`src/rtl/pfqs_pkg.sv`:
```
`default_nettype none

package pfqs_pkg;

    localparam int unsigned ROUND_W   = 31;
    localparam int unsigned TAG_W     = 16;
    localparam int unsigned WEIGHT_W  = 8;
    localparam int unsigned BURST_W   = 16;
    localparam int unsigned STATUS_W  = 3;
    localparam int unsigned FLOW_ID_W = 3;
    localparam int unsigned CFG_IDX_W = 2;

    localparam int unsigned DEF_QUEUE_DEPTH = 64;
    localparam int unsigned DEF_FLOW_COUNT  = 8;

    localparam longint unsigned ROUNDS_PER_SET = 64;
    localparam longint unsigned SET_COUNT      = 8;
    localparam longint unsigned ROUND_SPAN     = ROUNDS_PER_SET * SET_COUNT;

    localparam logic [ROUND_W-1:0]  ROUND_MAX       = {ROUND_W{1'b1}};
    localparam logic [WEIGHT_W-1:0] WEIGHT_RESET    = WEIGHT_W'(2);
    localparam logic [BURST_W-1:0]  BURST_RESET     = BURST_W'(100);

    typedef enum logic [STATUS_W-1:0] {
        ST_ACCEPT     = 3'd0,
        ST_DROP_SPAN  = 3'd1,
        ST_DROP_BURST = 3'd2,
        ST_DROP_FULL  = 3'd3,
        ST_DEQUEUED   = 3'd4,
        ST_EMPTY      = 3'd5
    } status_t;

    typedef enum logic [CFG_IDX_W-1:0] {
        CFG_CURRENT_ROUND = 2'd0,
        CFG_FLOW_WEIGHT   = 2'd1,
        CFG_BURST_LIMIT   = 2'd2
    } cfg_reg_t;

    typedef enum logic {
        OP_ENQUEUE = 1'b0,
        OP_DEQUEUE = 1'b1
    } opcode_t;

    typedef enum logic [1:0] {
        FSM_IDLE,
        FSM_CALC,
        FSM_DONE
    } fsm_state_t;

    // Broadcast to every cell of the rank chain.
    typedef struct packed {
        logic               ins;
        logic               deq;
        logic [ROUND_W-1:0] key;
        logic [TAG_W-1:0]   tag;
    } cell_ctl_t;

endpackage

`default_nettype wire

```
`src/rtl/pfqs_cell.sv`:
```
`default_nettype none

module pfqs_cell
    import pfqs_pkg::*;
(
    input  wire logic               clk,
    input  wire cell_ctl_t          ctl,
    input  wire logic               occupied,
    input  wire logic               left_le,
    input  wire logic [ROUND_W-1:0] left_rank,
    input  wire logic [TAG_W-1:0]   left_tag,
    input  wire logic [ROUND_W-1:0] right_rank,
    input  wire logic [TAG_W-1:0]   right_tag,
    output logic [ROUND_W-1:0]      rank,
    output logic [TAG_W-1:0]        tag,
    output logic                    le
);

    logic [ROUND_W-1:0] rank_reg;
    logic [TAG_W-1:0]   tag_reg;

    // Entries with a rank not above the key stay put, so equal ranks keep arrival order.
    assign le   = occupied && (rank_reg <= ctl.key);
    assign rank = rank_reg;
    assign tag  = tag_reg;

    always_ff @(posedge clk)
    begin
        if (ctl.deq)
        begin
            rank_reg <= right_rank;
            tag_reg  <= right_tag;
        end
        else if (ctl.ins && !le)
        begin
            if (left_le)
            begin
                rank_reg <= ctl.key;
                tag_reg  <= ctl.tag;
            end
            else
            begin
                rank_reg <= left_rank;
                tag_reg  <= left_tag;
            end
        end
    end

endmodule

`default_nettype wire

```
`config.mk`:
```
export PLATFORM = sky130hd
export DESIGN_NAME = pfqs_cell
export DESIGN_NICKNAME = d
export VERILOG_FILES = /design/src/rtl/pfqs_pkg.sv /design/src/rtl/pfqs_cell.sv
export SDC_FILE = /design/constraint.sdc
export NUM_CORES = 1
export LEC_CHECK = 0
export BUFFER_PORTS_ARGS = -buffer_cell sky130_fd_sc_hd__buf_2
export CORE_MARGIN = 1
export CORE_UTILIZATION = 47
export DETAILED_ROUTE_END_ITERATION = 8
export HOLD_SLACK_MARGIN = 0.03
export PLACE_DENSITY_LB_ADDON = 0.08
export SLEW_MARGIN = 20
export SYNTH_ARGS = -nofsm -noshare
export SYNTH_HDL_FRONTEND = slang
export SYNTH_SLANG_ARGS = --single-unit
```
`constraint.sdc`:
```
create_clock -name clk -period 11 [get_ports clk]
set_clock_uncertainty 0.1 [all_clocks]
set_input_delay 1.1 -clock clk [delete_from_list [all_inputs] [get_ports clk]]
set_output_delay 1.1 -clock clk [all_outputs]
set_load 0.02 [all_outputs]
```
==> results of run 1 <==
[layout make-up]
class / instances / area share (%)
Tap cell: 77 / 2.23
Clock inverter: 2 / 0.290
Sequential cell: 47 / 32.7
Clock buffer: 5 / 1.60
Multi-Input combinational cell: 225 / 37.2
Timing Repair Buffer: 196 / 22.9
Inverter: 35 / 3.05
[synth_stat cells (all sizes together)]
cell / number / area share, %
nor3: 1 / 0.16
a221oi: 1 / 0.47
a211oi: 1 / 0.23
edfxtp: 47 / 44
mux2i: 47 / 15
nand3b: 1 / 0.23
inv: 35 / 4.1
o21ai: 53 / 8.4
nand2: 54 / 6.3
nor4: 1 / 0.66
a41oi: 1 / 0.51
ha: 31 / 12
a31oi: 1 / 0.39
nor2: 4 / 0.47
o31ai: 1 / 0.23
a21oi: 13 / 2.0
buf: 5 / 0.78
o21bai: 1 / 0.23
nand3: 7 / 1.3
nand4: 7 / 1.4
clkbuf: 10 / 1.2
[kinds of logic (layout without fill, tap and decap cells)]
group | count (synthesis) | after routing | share of synthesized area [%]
simple gates | 75 | 75 | 10.5
buf+inv | 50 | 238 | 6.06
flops | 47 | 47 | 44.1
mux | 47 | 47 | 14.7
compound gates | 72 | 72 | 12.5
fa+ha+maj | 31 | 31 | 12.1
[worst paths after layout]
check	startpoint	end	cells after the start
max	ctl[45]	le	9
min	right_tag[0]	tag[0]	3
max reg2reg	rank[28]	tag[7]	8
min reg2reg	rank[30]	rank[29]	5
[per-stage QoR]
step | std cells | area, sq um | total power [mW] | hold WS [ns]
2_1_floorplan | 322 | 3200 | 0.324 | 1.19
3_3_place_gp | 580 | 4230 | 0.381 | 1.11
3_5_place_dp | 580 | 4230 | 0.386 | 1.14
4_1_cts | 587 | 4310 | 0.485 | 0.965
5_1_grt | 587 | 4310 | 0.510 | 0.972
6_report | 587 | 4310 | 0.480 | 0.973
[per-layer routing]
metal | wire [um] | up-vias | track usage [%]
met5 | 0 | - | 0
met3 | 627 | 22 | 6.59
met1 | 3090 | 1268 | 26.1
met2 | 3810 | 125 | 39.5
met4 | 250 | 0 | 9.24
li1 | - | 1525 | -
[power by group]
part           switching [mW]  total (mW)  internal, mW
clock                  0.0561      0.0997        0.0436
combinational          0.0886       0.152        0.0630
sequential            0.00769       0.229         0.221
[worst min-delay path: cells and delay by family]
family          cells  cell delay, ns
simple gates        1            0.04
compound gates      1            0.05
buf+inv             1            0.07
==> qor.log, run 1 <==
qor: sta.maxSlewViolCount 0
qor: floorplanning.ioPinCount 194
qor: yosys.synthCells 322
qor: cells_and_area.sequential_cell_area 1410 sq um
qor: worst_setup_path.critical-path-top-cell-by-count sky130_fd_sc_hd__buf_2
qor: power_and_ir_drop.ir_drop 76.0 uV
qor: global_route.grt_start_max_net_pins 96
qor: global_route.first_global_vias 2888
qor: power_and_ir_drop.p_leak 2.27 nW
qor: cells_and_area.combined_area_of_the_multi_input_logic_cells 1610 sq um
qor: floorplanning.placement_rows 29
qor: placed_design.io_buffers 193
qor: worst_setup_path.worst_ep_required 9.80 ns
qor: detailed_routing.detail_route.first_pass.iterations 6
qor: worst_setup_path.timing_worst_setup_path_type in -> out
qor: floorplanning.die_w 84.5 um
qor: cells_and_area.finish.utilization 66.8%
qor: sta.post-route-min-period 3.98 ns
qor: detailed_routing.route.detailed.drc 10
qor: clock_tree.buffers_from_clock_root_to_sink_at_most 2
qor: worst_setup_path.critical_path.cell_chain buf_2, inv_1, ha_1, a41oi_2, o21ai_2, a221oi_2, nand3_1, a31oi_2, buf_2
qor: global_route.grt_first_pass_wirelength 12800 um
qor: worst_setup_path.start_kind input pin
qor: yosys.ys_warn_count 0
qor: cells_and_area.layout.cells.most_common_list 193 x sky130_fd_sc_hd__buf_2, 54 x sky130_fd_sc_hd__nand2_1, 47 x sky130_fd_sc_hd__mux2i_1, 47 x sky130_fd_sc_hd__edfxtp_1, 35 x sky130_fd_sc_hd__inv_1
qor: clock_tree.tritoncts.num_buffers 5
qor: sta.worst_pin_slew 0.795 ns
qor: clock_tree.cts_setup_buffers 0
qor: sta.timing.max_slew.rel_slack 47.0%
qor: yosys.synth-seq-cells 47
qor: placed_design.routabilityCongestion 0.782
qor: global_route.globalRoute.totalOverflow 0
qor: detailed_routing.final_antenna_net_count 0
qor: clock_tree.ctsHtreeMaxLevel 2
qor: sta.setup-tns-final 0 ns
qor: floorplanning.dieHeight 84.5 um
qor: worst_setup_path.critical-path-max-stage-delay 0.34 ns
qor: cells_and_area.num-nets-final 687
qor: floorplanning.initial_utilization 49.5%
qor: clock_tree.cts_tree built
qor: clock_tree.postCtsResizedCells 0
qor: job.maxCapViolations 0
qor: cells_and_area.largest_register_ffs 31
qor: cells_and_area.layout_commonest_cell sky130_fd_sc_hd__buf_2
qor: clock_tree.clock_latency 0.30 ns
qor: clock_tree.clkSinkCount 47
qor: sta.max_freq 251 MHz
qor: yosys.synth.yosys.seq_area_share 44.1%
qor: detailed_routing.vias_per_cell 5.01
qor: worst_setup_path.critical_path.endpoint_type primary output
qor: cells_and_area.layout-area-overhead-vs-synth 34.8%
qor: floorplanning.fp.coreArea 6460 sq um
qor: cells_and_area.layout-drive-gt1-share 41.0%
qor: outcome.outcome finished, violations left
qor: global_route.grt_antenna_before_repair 0
qor: sta.postLayoutSetupSlackWorst 7.02 ns
qor: detailed_routing.initialDrtViolationCount 88
qor: clock_tree.clk_root_buffer_cell sky130_fd_sc_hd__clkbuf_8
qor: power_and_ir_drop.pwr_density_cell 111 nW/um^2
qor: cells_and_area.antenna_cells_inserted 0
qor: detailed_routing.totalWireLength 7770 um
qor: sta.grt_setup_unrepaired no
qor: floorplanning.floorplan.die_area 7140 sq um
qor: yosys.synth.cell_area 3200 sq um
qor: sta.setup_viol_count_final 0
qor: clock_tree.cts.hold.buffers_added 0
qor: clock_tree.clk_pin_slew 0.09 ns
qor: detailed_routing.dr_total_vias 2940
qor: outcome.violations design-rule violations
qor: worst_hold_path.hold_path_class in -> reg
qor: worst_setup_path.critPathSlowestCell sky130_fd_sc_hd__ha_1
qor: yosys.postSynthNetCount 499
qor: worst_setup_path.r2r_setup_slack 8.10 ns
qor: worst_setup_path.crit_buf_inv 3
qor: sta.fraction_of_the_cycle_the_final_worst_path_needs 36.2%
qor: cells_and_area.fill_cells 562
qor: placed_design.hpwl 6310 um
qor: global_route.grt_usage 22.6%
qor: worst_setup_path.timing.critical_path.arrival 2.78 ns
qor: worst_setup_path.critPathTopFamily compound AO/OA/AOI/OAI gates
qor: yosys.synth.distinct_cells 24
qor: detailed_routing.avgRoutedWirePerCell 13.2 um
qor: sta.report.final.hold_viol_count 0
qor: placed_design.placement.setup.worst_slack 7.00 ns
qor: yosys.synthesis.area_per_instance 9.94 sq um
qor: worst_setup_path.critPathMaxFanout 3
Power figures use the tool's default switching activity.
==> inputs of run 2 (changes only) <==
Settings changed: ABC_AREA set to 1, CORE_UTILIZATION 47 to 44.
Clock period 11 ns to 3.8 ns, I/O delays scaled along.
==> qor.log, run 2 <==
qor: yosys.synth.distinct_cells 19 [-21%]
qor: worst_setup_path.start_kind flip-flop
qor: global_route.grt_first_pass_wirelength 13000 um [+1.3%]
qor: floorplanning.fp.coreArea 6940 sq um [+7.5%]
qor: clock_tree.clk_root_buffer_cell sky130_fd_sc_hd__clkbuf_8
qor: worst_hold_path.hold_path_class in -> reg
qor: yosys.synth_common_cells 122 x sky130_fd_sc_hd__nand2_1, 48 x sky130_fd_sc_hd__a21oi_1, 48 x sky130_fd_sc_hd__inv_1
qor: yosys.ys_async_sr_fraction 0% [unchanged]
qor: global_route.first_global_vias 3015 [+4.4%]
qor: placed_design.io_buffers 193 [unchanged]
qor: sta.fraction_of_the_cycle_the_final_worst_path_needs 68.1%
qor: sta.setup_viol_count_final 0 [unchanged]
qor: power_and_ir_drop.p_total 1.53 mW [+220%]
qor: cells_and_area.antenna_cells_inserted 0 [unchanged]
qor: sta.maxSlewViolCount 0 [unchanged]
qor: sta.grt_setup_unrepaired no
qor: cells_and_area.num-nets-final 770 [+12%]
qor: sta.post-route-min-period 2.59 ns
qor: yosys.netlist_top_cells_area sky130_fd_sc_hd__edfxtp_1 44%, sky130_fd_sc_hd__nand2_1 14%, sky130_fd_sc_hd__ha_1 12%
qor: yosys.synth-seq-cells 47 [unchanged]
qor: sta.report.final.hold_viol_count 0 [unchanged]
qor: floorplanning.ioPinCount 194 [unchanged]
qor: detailed_routing.vias_per_cell 4.75 [-5.1%]
qor: worst_setup_path.critPathMaxFanout 26 [+23]
qor: worst_setup_path.timing.critical_path.arrival 2.49 ns [-0.29 ns]
qor: job.maxCapViolations 0 [unchanged]
qor: cells_and_area.finish.utilization 63.5% [-3.3 points]
qor: power_and_ir_drop.p_leak 2.33 nW [+2.5%]
qor: global_route.globalRoute.totalOverflow 0 [unchanged]
qor: yosys.synthCells 409 [+27%]
qor: worst_setup_path.critical-path-top-cell-by-count sky130_fd_sc_hd__nand2_1
qor: global_route.gr-usage-met1 25.9% [-0.23 points]
qor: cells_and_area.layout-drive-gt1-share 35.9% [-5.1 points]
qor: power_and_ir_drop.ir_drop 264 uV [+250%]
qor: detailed_routing.final_antenna_net_count 0 [unchanged]
qor: worst_setup_path.worst_ep_required 3.70 ns [-6.10 ns]
qor: yosys.synth-edff-count 47 [unchanged]
qor: worst_setup_path.crit_buf_inv 1 [-2]
qor: worst_setup_path.critPathTopFamily simple AND/OR/NAND/NOR gates
qor: yosys.synth_top_cell_area_share 43.6% [-0.48 points]
qor: cells_and_area.layout-area-overhead-vs-synth 36.4%
qor: global_route.grt_antenna_before_repair 0 [unchanged]
qor: yosys.synthesis.area_per_instance 7.91 sq um [-20%]
qor: clock_tree.cts_setup_buffers 0 [unchanged]
qor: yosys.post-synth-top-area-cell sky130_fd_sc_hd__edfxtp_1
qor: power_and_ir_drop.pwr_density_cell 346 nW/um^2 [+210%]
qor: sta.max_freq 386 MHz
qor: detailed_routing.route.detailed.drc 0 [-10]
qor: global_route.grt_usage 21.7% [-0.96 points]
qor: global_route.grt_util_met2 38.8% [-0.71 points]
qor: yosys.postSynthNetCount 586 [+17%]
qor: cells_and_area.largest_register_ffs 31 [unchanged]
qor: clock_tree.postCtsResizedCells 0 [unchanged]
qor: sta.timing.max_slew.rel_slack 50.7% [+3.7 points]
qor: clock_tree.cts_tree built
qor: clock_tree.cts.hold.buffers_added 0 [unchanged]
qor: floorplanning.initial_utilization 46.6% [-3.0 points]
qor: worst_setup_path.critPathSlowestCell sky130_fd_sc_hd__nand2_2
qor: worst_setup_path.timing_worst_setup_path_type reg -> reg
qor: cells_and_area.layout_commonest_cell sky130_fd_sc_hd__buf_2
qor: sta.worst_pin_slew 0.739 ns [-0.0556 ns]
qor: floorplanning.floorplan.die_area 7700 sq um [+7.8%]
qor: detailed_routing.initialDrtViolationCount 116 [+32%]
qor: sta.hold_slack 0.261 ns [-0.712 ns]
qor: worst_setup_path.critical_path.endpoint_type flip-flop
qor: detailed_routing.avgRoutedWirePerCell 12.0 um [-9.3%]
qor: cells_and_area.layout.cells.most_common_list 193 x sky130_fd_sc_hd__buf_2, 121 x sky130_fd_sc_hd__nand2_1, 48 x sky130_fd_sc_hd__inv_1, 48 x sky130_fd_sc_hd__a21oi_1, 47 x sky130_fd_sc_hd__edfxtp_1
qor: floorplanning.die_w 87.7 um [+3.8%]
qor: yosys.ys_warn_count 0 [unchanged]
qor: clock_tree.clkSinkCount 47 [unchanged]
qor: yosys.synth.cell_area 3230 sq um [+1.1%]
qor: global_route.globalRouteMet3Util 4.52% [-2.1 points]
qor: clock_tree.clock_latency 0.29 ns [about the same]
qor: sta.setup-tns-final 0 ns [unchanged]
qor: placed_design.routabilityCongestion 0.778 [-0.49%]
qor: yosys.ys.flop_type sky130_fd_sc_hd__edfxtp_1
qor: detailed_routing.dr_total_vias 3279 [+12%]
qor: yosys.synth.yosys.seq_area_share 43.6% [-0.48 points]
qor: floorplanning.placement_rows 30 [+3.4%]
qor: detailed_routing.detail_route.first_pass.iterations 4 [-2]
qor: floorplanning.dieHeight 87.7 um [+3.8%]
qor: clock_tree.buffers_from_clock_root_to_sink_at_most 2 [unchanged]
qor: worst_setup_path.critical_path.cell_chain ha_1, nand2_2, nor2_4, nand4_2, nor2_4, nand2_1, nand2_1, nand2_1, nand2_1, nand2_1, nand2_2, buf_12
qor: global_route.gr-max-usage-layer met2
qor: clock_tree.clk_pin_slew 0.09 ns [about the same]
qor: outcome.outcome finished clean
qor: global_route.grt_start_max_net_pins 76 [-21%]
qor: worst_setup_path.critical-path-max-stage-delay 0.44 ns [+0.10 ns]
qor: yosys.synthMostInstantiatedCell sky130_fd_sc_hd__nand2_1
qor: clock_tree.ctsHtreeMaxLevel 2 [unchanged]
qor: placed_design.hpwl 6510 um [+3.1%]
qor: detailed_routing.totalWireLength 8280 um [+6.6%]
qor: clock_tree.tritoncts.num_buffers 5 [unchanged]
## run 2: worst reg2reg max path, cell delays in order, from the launching register on
cell and delay, ns:
sky130_fd_sc_hd__edfxtp_1 0.41, sky130_fd_sc_hd__ha_1 0.32, sky130_fd_sc_hd__nand2_2 0.08, sky130_fd_sc_hd__nor2_4 0.13, sky130_fd_sc_hd__nand4_2 0.12, sky130_fd_sc_hd__nor2_4 0.14, sky130_fd_sc_hd__nand2_1 0.06, sky130_fd_sc_hd__nand2_1 0.05
sky130_fd_sc_hd__nand2_1 0.05, sky130_fd_sc_hd__nand2_1 0.07, sky130_fd_sc_hd__nand2_1 0.06, sky130_fd_sc_hd__nand2_2 0.44, sky130_fd_sc_hd__buf_12 0.26
## run 2: report_power, final
group	internal [mW]	switching, mW
sequential	0.639	0.0218
clock	0.262	0.170
combinational	0.173	0.260
## run 2: final timing paths
kind / from / to / slack, ns / cells past startpoint
setup / recovery: rank[29] / rank[23] / 1.21 / 12
hold / removal: right_rank[2] / rank[2] / 0.26 / 3
hold reg to reg: rank[7] / rank[4] / 1.47 / 8
setup reg to reg: rank[29] / rank[23] / 1.21 / 12
## run 2: layer usage
layer | up-vias | wire length, um
met5 | - | 0
met4 | 0 | 144
met3 | 12 | 491
met2 | 117 | 4180
met1 | 1426 | 3460
li1 | 1724 | -
## run 2: logic make-up (layout without fill, tap and decap cells)
logic type,after synthesis,in the layout,share of synthesized area (%)
AOI/OAI and AO/OA,106,106,16.6
adders and majority gates,31,31,12.0
buffers and inverters,69,254,8.39
DFF,47,47,43.6
and+or+nand+nor,156,156,19.4
## run 2: cell type report
class | instances | area (sq um)
fillers | 636 | 2530
multi-input cells | 293 | 1550
flip-flops and latches | 47 | 1410
repair buffers | 196 | 1000
inverters | 50 | 188
well taps | 96 | 120
clock buffers | 5 | 68.8
clock inverters | 3 | 67.6
## run 2: per-stage QoR
step	worst slack, ns	area [sq um]	instances
6_report	1.21	4410	690
3_3_place_gp	1.12	4270	682
2_1_floorplan	0.808	3230	409
5_1_grt	0.982	4410	690
3_5_place_dp	1.08	4270	682
4_1_cts	1.17	4410	690
